## src/design/ccb_pkg.sv

```systemverilog
// shared types, character codes and the per-byte decision function for the comment blanker
`timescale 1ns / 1ps

package ccb_pkg;

  localparam logic [7:0] CH_SLASH = 8'h2F;
  localparam logic [7:0] CH_STAR  = 8'h2A;
  localparam logic [7:0] CH_LF    = 8'h0A;
  localparam logic [7:0] CH_CR    = 8'h0D;
  localparam logic [7:0] CH_SPACE = 8'h20;

  typedef enum logic [1:0] {
    MODE_NORMAL = 2'd0,
    MODE_LINE   = 2'd1,
    MODE_BLOCK  = 2'd2
  } mode_t;

  typedef struct packed {
    logic [7:0] byte_val;
    mode_t      mode;
    logic       blank_next;
  } decision_t;

  typedef struct packed {
    logic [7:0] byte_val;
    logic       last;
  } out_entry_t;

  // decide one byte with its lookahead
  function automatic decision_t decide(input logic [1:0] mode, input logic [7:0] cur,
                                       input logic forced, input logic has_next,
                                       input logic [7:0] nxt);
    decision_t d;
    logic      next_slash;
    logic      next_star;
    next_slash   = has_next && (nxt == CH_SLASH);
    next_star    = has_next && (nxt == CH_STAR);
    d.byte_val   = cur;
    d.mode       = MODE_NORMAL;
    d.blank_next = 1'b0;
    case (mode)
      MODE_LINE: begin
        if (cur == CH_CR || cur == CH_LF) begin
          d.mode = MODE_NORMAL;
        end else begin
          d.mode     = MODE_LINE;
          d.byte_val = CH_SPACE;
        end
      end
      MODE_BLOCK: begin
        d.byte_val = CH_SPACE;
        if (cur == CH_STAR && next_slash) begin
          d.mode       = MODE_NORMAL;
          d.blank_next = 1'b1;
        end else begin
          d.mode = MODE_BLOCK;
        end
      end
      default: begin
        // normal text, also the unused code
        if (forced) begin
          d.byte_val = CH_SPACE;
        end else if (cur == CH_SLASH && next_slash) begin
          d.mode     = MODE_LINE;
          d.byte_val = CH_SPACE;
        end else if (cur == CH_SLASH && next_star) begin
          d.mode     = MODE_BLOCK;
          d.byte_val = CH_SPACE;
        end
      end
    endcase
    return d;
  endfunction

endpackage

```

## src/design/c_comment_blanker.sv

```systemverilog
// top level of the comment blanker: lookahead register, decision logic and output queue
// Usage:
//   Raw script bytes enter on in_byte_in with in_last_byte marking the final
//   byte; a request is taken when in_valid and in_ready are both high.
//   Blanked bytes leave on out_byte_out with out_last_out on the final one,
//   taken when out_valid and out_ready are both high.
//   One byte is held back for lookahead, so the result for a byte appears
//   after the next request arrives; a request with in_last_byte set flushes
//   the held byte and itself, giving two results in one go.
//   Each accepted request is decided in the cycle it is taken and its results
//   enter a three-entry output queue; out_valid rises in the next cycle.
//   Throughput is one request per cycle while the receiver keeps up; the
//   queue drains one result per cycle, so a flush makes in_ready drop while its extra result drains.
//   in_ready is high while the queue holds at most one result and depends on
//   registers only. When the receiver stalls the queue fills and in_ready
//   drops until it drains.
//   Reset (rst_n low, synchronous) empties the queue, drops the held byte and
//   returns to normal-text mode. After a request with in_last_byte set the held
//   byte is dropped and normal-text mode restored, ready for the next script.
`timescale 1ns / 1ps

module c_comment_blanker (
  input  logic       clk,
  input  logic       rst_n,
  input  logic       in_valid,
  output logic       in_ready,
  input  logic [7:0] in_byte_in,
  input  logic       in_last_byte,
  output logic       out_valid,
  input  logic       out_ready,
  output logic [7:0] out_byte_out,
  output logic       out_last_out
);

  logic [1:0]          mode_r, mode_nxt;
  logic [7:0]          held_byte_r, held_byte_nxt;
  logic                held_valid_r, held_valid_nxt;
  logic                held_blank_r, held_blank_nxt;
  ccb_pkg::out_entry_t q_r [3];
  ccb_pkg::out_entry_t q_nxt [3];
  logic [1:0]          cnt_r, cnt_nxt;

  logic                accept;
  logic                pop;
  ccb_pkg::decision_t  dec_held;
  ccb_pkg::decision_t  dec_last;
  logic [1:0]          mode_mid;
  logic                force_mid;
  ccb_pkg::out_entry_t res0, res1;
  logic                push0, push1;
  logic [1:0]          cnt_ap;

  assign accept    = in_valid && in_ready;
  assign pop       = out_valid && out_ready;
  assign in_ready  = (cnt_r <= 2'd1);
  assign out_valid = (cnt_r != 2'd0);
  assign out_byte_out = q_r[0].byte_val;
  assign out_last_out = q_r[0].last;

  // held byte decided against the incoming byte, then the incoming byte on a flush
  always_comb begin
    dec_held  = ccb_pkg::decide(mode_r, held_byte_r, held_blank_r, 1'b1, in_byte_in);
    mode_mid  = held_valid_r ? dec_held.mode : mode_r;
    force_mid = held_valid_r && dec_held.blank_next;
    dec_last  = ccb_pkg::decide(mode_mid, in_byte_in, force_mid, 1'b0, 8'h00);
  end

  always_comb begin
    mode_nxt       = mode_r;
    held_byte_nxt  = held_byte_r;
    held_valid_nxt = held_valid_r;
    held_blank_nxt = held_blank_r;
    if (accept) begin
      if (in_last_byte) begin
        mode_nxt       = ccb_pkg::MODE_NORMAL;
        held_byte_nxt  = 8'h00;
        held_valid_nxt = 1'b0;
        held_blank_nxt = 1'b0;
      end else begin
        mode_nxt       = mode_mid;
        held_byte_nxt  = in_byte_in;
        held_valid_nxt = 1'b1;
        held_blank_nxt = force_mid;
      end
    end
  end

  // results compacted into the first free queue slots
  always_comb begin
    res0.byte_val = held_valid_r ? dec_held.byte_val : dec_last.byte_val;
    res0.last     = !held_valid_r;
    res1.byte_val = dec_last.byte_val;
    res1.last     = 1'b1;
    push0         = accept && (held_valid_r || in_last_byte);
    push1         = accept && held_valid_r && in_last_byte;
  end

  always_comb begin
    cnt_ap = cnt_r - {1'b0, pop};
    for (int i = 0; i < 2; i++) begin
      if (pop) begin
        q_nxt[i] = q_r[i + 1];
      end else begin
        q_nxt[i] = q_r[i];
      end
    end
    q_nxt[2] = q_r[2];
    for (int i = 0; i < 3; i++) begin
      if (push0 && (2'(i) == cnt_ap)) begin
        q_nxt[i] = res0;
      end else if (push1 && (2'(i) == cnt_ap + 2'd1)) begin
        q_nxt[i] = res1;
      end
    end
    cnt_nxt = cnt_ap + {1'b0, push0} + {1'b0, push1};
  end

  always_ff @(posedge clk) begin
    if (!rst_n) begin
      mode_r       <= ccb_pkg::MODE_NORMAL;
      held_valid_r <= 1'b0;
      held_blank_r <= 1'b0;
      held_byte_r  <= 8'h00;
      cnt_r        <= 2'd0;
    end else begin
      mode_r       <= mode_nxt;
      held_valid_r <= held_valid_nxt;
      held_blank_r <= held_blank_nxt;
      held_byte_r  <= held_byte_nxt;
      cnt_r        <= cnt_nxt;
    end
  end

  always_ff @(posedge clk) begin
    q_r <= q_nxt;
  end

  // queue never overflows its three slots
  a_cnt_bound: assert property (@(posedge clk) disable iff (!rst_n)
    cnt_r != 2'd3 || !in_ready)
    else $error("queue full while accepting requests");

  // a flush leaves nothing held and normal mode
  a_flush_clears: assert property (@(posedge clk) disable iff (!rst_n)
    accept && in_last_byte |=> !held_valid_r && mode_r == ccb_pkg::MODE_NORMAL
      && !held_blank_r)
    else $error("state not cleared after flush");

  // a request that is not last is always held for lookahead
  a_hold_after_accept: assert property (@(posedge clk) disable iff (!rst_n)
    accept && !in_last_byte |=> held_valid_r && held_byte_r == $past(in_byte_in))
    else $error("accepted byte not held");

  // forced blank only follows a closed block comment
  a_blank_mode: assert property (@(posedge clk) disable iff (!rst_n)
    held_blank_r |-> mode_r == ccb_pkg::MODE_NORMAL && held_valid_r)
    else $error("forced blank outside normal mode");

endmodule

```

## config.mk

```make
export PLATFORM = sky130hd
export DESIGN_NAME = c_comment_blanker
export DESIGN_NICKNAME = d
export VERILOG_FILES = /design/src/design/ccb_pkg.sv /design/src/design/c_comment_blanker.sv
export SDC_FILE = /design/constraint.sdc
export NUM_CORES = 1
export LEC_CHECK = 0
export ABC_AREA = 1
export BUFFER_PORTS_ARGS = -buffer_cell sky130_fd_sc_hd__buf_2
export CAP_MARGIN = 0
export CORE_MARGIN = 2
export CORE_UTILIZATION = 45
export DETAILED_ROUTE_END_ITERATION = 12
export GPL_ROUTABILITY_DRIVEN = 0
export PLACE_DENSITY_LB_ADDON = 0.15
export SLEW_MARGIN = 15
export SYNTH_ARGS = -nofsm -noshare
export SYNTH_HDL_FRONTEND = slang
export SYNTH_SLANG_ARGS = --single-unit
```

## constraint.sdc

```tcl
create_clock -name clk -period 4.51 [get_ports clk]
set_clock_uncertainty 0.15 [all_clocks]
set_input_delay 0.2255 -clock clk [delete_from_list [all_inputs] [get_ports clk]]
set_output_delay 0.2255 -clock clk [all_outputs]
set_load 0.01 [all_outputs]
```

# ---- Word level (Yosys, flattened, before mapping)
# Index checks and enable logic that the tools add are counted.
dict set report word_totals {
  register_bits 41
  latch_bits 0
  ram_bits 0
  romBits 0
  inputBits 13
  memories 0
}
dict set report op_classes {
  addsub 4
  n_mul 0
  div 0
  order_cmp 1
  n_eq_ne 16
  shift 0
  n_mux 27
  bitwise_logic 0
  reduce_logical 25
}
# cell count
set ops {}
lappend ops {{$mux 9} 8}
lappend ops {{$mux 8} 6}
lappend ops {{$eq 8x4->1 const B} 4}
lappend ops {{$eq 8x6->1 const B} 4}
lappend ops {{$mux 10} 2}
lappend ops {{$pmux 10 s2} 1}
lappend ops {{$pmux 8 s2} 1}
lappend ops {{$logic_and 1x1->1} 15}
lappend ops {{$mux 2} 4}
lappend ops {{$reduce_bool 3->1} 2}
lappend ops {{$mux 1} 5}
lappend ops {{$add 2x1->2} 2}
lappend ops {{$eq 1x2->1 const A} 2}
lappend ops {{$eq 2x1->1 const B} 2}
lappend ops {{$eq 2x2->1 const A} 2}
lappend ops {{$eq 2x2->1 const B} 2}
lappend ops {{$logic_not 2->1} 2}
lappend ops {{$reduce_bool 2->1} 2}
lappend ops {{$logic_or 1x1->1} 3}
lappend ops {{$add 2x1->2 const B} 1}
lappend ops {{$le 2x1->1 const B} 1}
lappend ops {{$sub 2x1->2} 1}
lappend ops {{$logic_not 1->1} 1}

# ---- Longest topological paths before layout
dict set report logic_depth {
  ltp_word 11
  depth_mapped 18
  ltp_nobuf 18
}

# ---- Worst setup path after synthesis
# No wires, ideal clock.
dict set report synth_timing {
  path_type {reg-to-reg}
  start {register cnt_r[1]}
  end {register q_r[0] (netlist name) (enable)}
  arrival_ns 2.031
  setup_slack_ns 1.939
  path_stages_with_launch 10
  cell_sequence {dfxtp_1 -> inv_2 -> nand2_1 -> nand2_1 -> inv_1 -> ha_1 -> or2_1 -> nand2_4 -> inv_1 -> o31ai_1}
}
dict set report synth_via {
  word_cells_on_any_way 14
  cone_classes {add/sub: 2; order compare: 1; eq/ne: 2; reduce/logical: 9}
}
# item line_no
set synth_lines {}
lappend synth_lines {{start, declared} c_comment_blanker.sv:41} ;# logic [1:0] cnt_r, cnt_nxt;
lappend synth_lines {{start signal, assigned} c_comment_blanker.sv:130} ;# cnt_r <= cnt_nxt;
lappend synth_lines {{$le 2x1->1 (*)} c_comment_blanker.sv:55} ;# assign in_ready = (cnt_r <= 2'd1);
lappend synth_lines {{named net in_ready} c_comment_blanker.sv:26} ;# output logic in_ready,
lappend synth_lines {{$logic_and 1x1->1 (*)} c_comment_blanker.sv:53} ;# assign accept = in_valid && in_ready;
lappend synth_lines {{$logic_and 1x1->1 (2 in series)} c_comment_blanker.sv:95} ;# push1 = accept && held_valid_r && in_last_byte;
lappend synth_lines {{$logic_and 1x1->1} c_comment_blanker.sv:111} ;# end else if (push1 && (2'(i) == cnt_ap + 2'd1)) begin
lappend synth_lines {{$reduce_bool 2->1 (no line) (*)} -}
lappend synth_lines {{end signal, assigned} c_comment_blanker.sv:135} ;# q_r <= q_nxt;
lappend synth_lines {{end, declared} c_comment_blanker.sv:39} ;# ccb_pkg::out_entry_t q_r [3];
# Mark *: on every way through the listed nets, which the timed path passes. The rest lies on a longest branch.
# A chain may end at the register's enable or synchronous reset.

==> key figures <==
Run status
  – Result of the run: completed

Timing
  – Crit share post-route: 0.6259
  – Endpoints failing setup: 0
  – Transition time of the tightest slew-check pin: 0.8673 ns
  – RSZ-0062 raised after global routing: no
  – Final max-slew violation count: 0
  – Hold Vio Cnt, Final: 0
  – Maximum operating frequency: roughly 350 MHz
  – Min Clock Period, post-route: roughly 2.8 ns
  – Worst slew margin relative to its limit: 0.4184
  – Final worst setup slack: about 1.7 ns
  – Setup tns final: 0 ns

CTS
  – H-tree levels: 2
  – Sink Count: 41
  – Clock latency at the later pin of the worst-skew pair: 0.30 ns
  – Clock Pin Slew Worst Setup and Hold Paths: roughly 0.08 ns
  – Post-cts gate resize count: 0
  – Hold Buf Count CTS: 0
  – Maximum clock path buffer count: 2
  – TritonCTS clock tree: yes
  – Post-CTS setup buffer count: 0
  – Clk root buf: sky130_fd_sc_hd__clkbuf_8
  – Clock buffers created by TritonCTS: 5

GRT
  – First-pass GRT wire length: 9.639 mm
  – Total routing resource utilization after global routing: 0.1931
  – Antenna violations before repair: 0
  – Global route total overflow: 0
  – Number of global-route vias before repair: 1976
  – Maximum number of pins on one net before global-route repair: 20

Finish
  – Area Growth Syn to Fin: 6.772%
  – Net total in the final layout: 369
  – Number of filler instances in the final layout: 551
  – Number of diodes added for antenna fixing: 0
  – Core Util, Final: 0.5026
  – Layout cell share with drive strength beyond 1: 0.1396

Critical path
  – Worst reg-to-reg path cell count: 13
  – Setup crit start kind: register
  – Data arrival at the endpoint of the critical path: between 2 and 3 ns
  – Combined buffer and inverter count along the critical path: 3
  – Worst path depth: 13
  – Maximum fanout along the worst path: 12
  – Element type at the critical path end: register
  – Cell family with the largest share of critical-path delay: simple AND/OR/NAND/NOR gates
  – Required time of the worst setup path: about 4.4 ns
  – Critical path start-end classification: register to register
  – Chain of cells forming the critical path: inv_1 -> ha_1 -> inv_1 -> nor2_1 -> nand3_1 -> nand3_1 -> nand2_1 -> inv_1 -> ha_1 -> nand4_2 -> nand3_1 -> a21o_1 -> nand2_1
  – Max stage delay on crit path: 0.40 ns
  – CP max stage cell: sky130_fd_sc_hd__ha_1

Synthesis
  – Mapped Cells: 340
  – Synthesized cell area: 2624 um2
  – Post-synth cell types: 35
  – Synthesized flop and latch total: between 40 and 50
  – Mean instance size in the synthesized netlist: approximately 7.7 um2
  – Sequential element share of the synthesized area: 0.4158
  – Net count of the mapped netlist: 359
  – Yosys warning total: 0

Flow run
  – Total of max-cap violations: 0

Floorplan
  – Number of rows created at floorplan: 27
  – Core Region: around 5600 um2
  – Die Span X: roughly 80 um
  – I/O pin count: 24
  – Die Outline Area: 6458 um2
  – Y dimension of the die: around 80 um
  – Initial cell density of the core: 0.4707

Routing
  – Average detailed-routed wire length per instance: between 10 and 15 um
  – Via count normalized by instance count: 5.111
  – Router iterations before antenna repair: 4
  – DRT antenna net count: 0
  – Iter 0 DRT Violations: ~190
  – WL final: 5.574 mm
  – Count of unresolved DRC violations after routing: 0
  – Vias: 2162

Pwr
  – Internal Dissipation: 0.8872 mW
  – Power Dens Cells: about 500 nW/um2
  – Sw frac: 0.3853
  – Combinational cell fraction of total power: 0.398
  – Net switching power of the design: 0.5562 mW
  – Proportion of power drawn by flip-flops and latches: 0.397
  – VDD IR-drop max: roughly 0.00019 V
  – Leakage dissipation: ~1.2 nW
  – Fraction of power consumed by the clock network: 0.205

Placement
  – DP Worst Slack: between 1.5 and 2 ns
  – Post-DP HPWL: 4.186 mm
  – Number of I/O port buffers: 23

Hold path
  – Worst hold path depth: 3
  – Worst hold path type: primary input to register
==> worst paths after layout <==
path                            slack (ns)      startpoint              end
worst max-delay path                  1.69       mode_r[0]  out_byte_out[1]
worst min-delay path                  0.01           rst_n         cnt_r[0]
worst max register to register        1.69       mode_r[0]  out_byte_out[1]
worst min register to register        0.34  held_byte_r[5]   held_byte_r[5]
==> metal layers <==
metal | track usage | wire length, um | vias to the layer above
li1 | - | - | 1138
met4 | 0.05254 | 56 | 0
met5 | 0 | 0 | -
met2 | 0.3042 | 2577 | 39
met1 | 0.2705 | 2733 | 979
met3 | 0.03708 | 206 | 6
==> placed cells by master, fill, tap and decap left out <==
cell | synthesis | routed
sky130_fd_sc_hd__nand4_2 | 1 | 1
sky130_fd_sc_hd__clkinvlp_4 | 0 | 1
sky130_fd_sc_hd__nand2_1 | 104 | 104
sky130_fd_sc_hd__clkbuf_8 | 0 | 5
sky130_fd_sc_hd__bufinv_16 | 0 | 1
sky130_fd_sc_hd__nand3_1 | 23 | 23
sky130_fd_sc_hd__and2_1 | 2 | 2
sky130_fd_sc_hd__o22ai_1 | 3 | 3
sky130_fd_sc_hd__dfxtp_1 | 14 | 14
sky130_fd_sc_hd__nor3_4 | 1 | 1
sky130_fd_sc_hd__a21o_1 | 7 | 7
sky130_fd_sc_hd__xor2_1 | 1 | 1
sky130_fd_sc_hd__o31ai_2 | 0 | 1
sky130_fd_sc_hd__o21ai_0 | 22 | 22
sky130_fd_sc_hd__nor2_4 | 3 | 3
sky130_fd_sc_hd__inv_4 | 1 | 1
sky130_fd_sc_hd__nand4_1 | 16 | 16
sky130_fd_sc_hd__inv_2 | 4 | 4
sky130_fd_sc_hd__a21oi_4 | 1 | 1
sky130_fd_sc_hd__buf_2 | 3 | 23
sky130_fd_sc_hd__inv_1 | 36 | 36
sky130_fd_sc_hd__a21oi_1 | 13 | 13
sky130_fd_sc_hd__o221ai_1 | 1 | 1
sky130_fd_sc_hd__edfxtp_1 | 27 | 27
sky130_fd_sc_hd__or2_2 | 1 | 1
sky130_fd_sc_hd__ha_1 | 5 | 5
sky130_fd_sc_hd__o211ai_1 | 3 | 3
sky130_fd_sc_hd__clkinv_1 | 0 | 1
sky130_fd_sc_hd__nor2_1 | 20 | 20
sky130_fd_sc_hd__or2_1 | 1 | 1
sky130_fd_sc_hd__nand2_2 | 3 | 3
sky130_fd_sc_hd__fa_1 | 1 | 1
sky130_fd_sc_hd__nand4_4 | 1 | 1
sky130_fd_sc_hd__o21ai_1 | 2 | 2
sky130_fd_sc_hd__nand2_4 | 2 | 2
==> worst register-to-register path, cell delays in order, from the launching register on <==
cell and delay [ns]:
sky130_fd_sc_hd__dfxtp_1 0.36, sky130_fd_sc_hd__inv_1 0.07, sky130_fd_sc_hd__ha_1 0.37, sky130_fd_sc_hd__inv_1 0.10
sky130_fd_sc_hd__nor2_1 0.06, sky130_fd_sc_hd__nand3_1 0.08, sky130_fd_sc_hd__nand3_1 0.09, sky130_fd_sc_hd__nand2_1 0.12
sky130_fd_sc_hd__inv_1 0.05, sky130_fd_sc_hd__ha_1 0.40, sky130_fd_sc_hd__nand4_2 0.30, sky130_fd_sc_hd__nand3_1 0.25
sky130_fd_sc_hd__a21o_1 0.14, sky130_fd_sc_hd__nand2_1 0.06
==> through the flow <==
| step | instance area (um2) | hold slack, ns | cells | total power, mW |
|---|---|---|---|---|
| final | 2801 | 0.01073 | 423 | 1.443 |
| after global routing | 2801 | 0.005915 | 423 | 1.561 |
| after CTS | 2801 | 0.008075 | 423 | 1.457 |
| after detailed placement | 2691 | 0.3140 | 415 | 1.162 |
| after global placement | 2686 | 0.2935 | 415 | 1.143 |
| after floorplan | 2624 | 0.1690 | 340 | 1.059 |
==> state kept, by name, summed over array words and instances (netlist names) <==
register	cells
out_byte_out	8
cnt_r	2
held_blank_r	1
q_r	18
mode_r	2
out_last_out	1
held_valid_r	1
held_byte_r	8
==> kinds of logic (layout without fill, tap and decap cells) <==
kind of cell,Yosys count,after routing,synth area share
simple gates,178,178,0.3166
buf+inv,61,72,0.1140
xor+xnor,1,1,0.003339
fa+ha+maj,6,6,0.03147
compound gates,53,53,0.1187
flops,41,41,0.4158
==> synthesized netlist by cell type (all sizes together) <==
cell,instances,share of area
nor3,1,0.0062
dfxtp,14,0.11
o22ai,3,0.0072
xor2,1,0.0033
a21oi,14,0.031
ha,5,0.024
nand2,109,0.16
o221ai,1,0.0033
a21o,7,0.020
o31ai,1,0.0029
nand3,23,0.044
nor2,23,0.041
or2,2,0.0048
nand4,18,0.051
inv,41,0.060
clkbuf,2,0.0029
and2,2,0.0048
fa,1,0.0076
buf,18,0.051
o211ai,3,0.0086
o21ai,24,0.046
edfxtp,27,0.31
==> power groups by stage <==
| stage | Combinational [mW] | Sequential (mW) | Clock, mW |
|---|---|---|---|
| final | 0.575 | 0.573 | 0.296 |
| after global routing | 0.659 | 0.584 | 0.319 |
| after global placement | 0.563 | 0.580 | 0 |
| after floorplan | 0.490 | 0.569 | 0 |
| after detailed placement | 0.580 | 0.582 | 0 |
| after CTS | 0.582 | 0.573 | 0.302 |
==> area by class of cell <==
| type | instances | area [um2] | share of cell area |
|---|---|---|---|
| Clock buffer | 5 | 68.82 | 0.02456 |
| Clock inverter | 3 | 41.29 | 0.01474 |
| Inverter | 41 | 156.4 | 0.05583 |
| Multi-Input combinational cell | 238 | 1239 | 0.4422 |
| Sequential cell | 41 | 1091 | 0.3895 |
| Tap cell | 72 | 90.09 | 0.03216 |
| Timing Repair Buffer | 23 | 115.1 | 0.04109 |
Note: power is estimated with default switching activity, not from simulation.
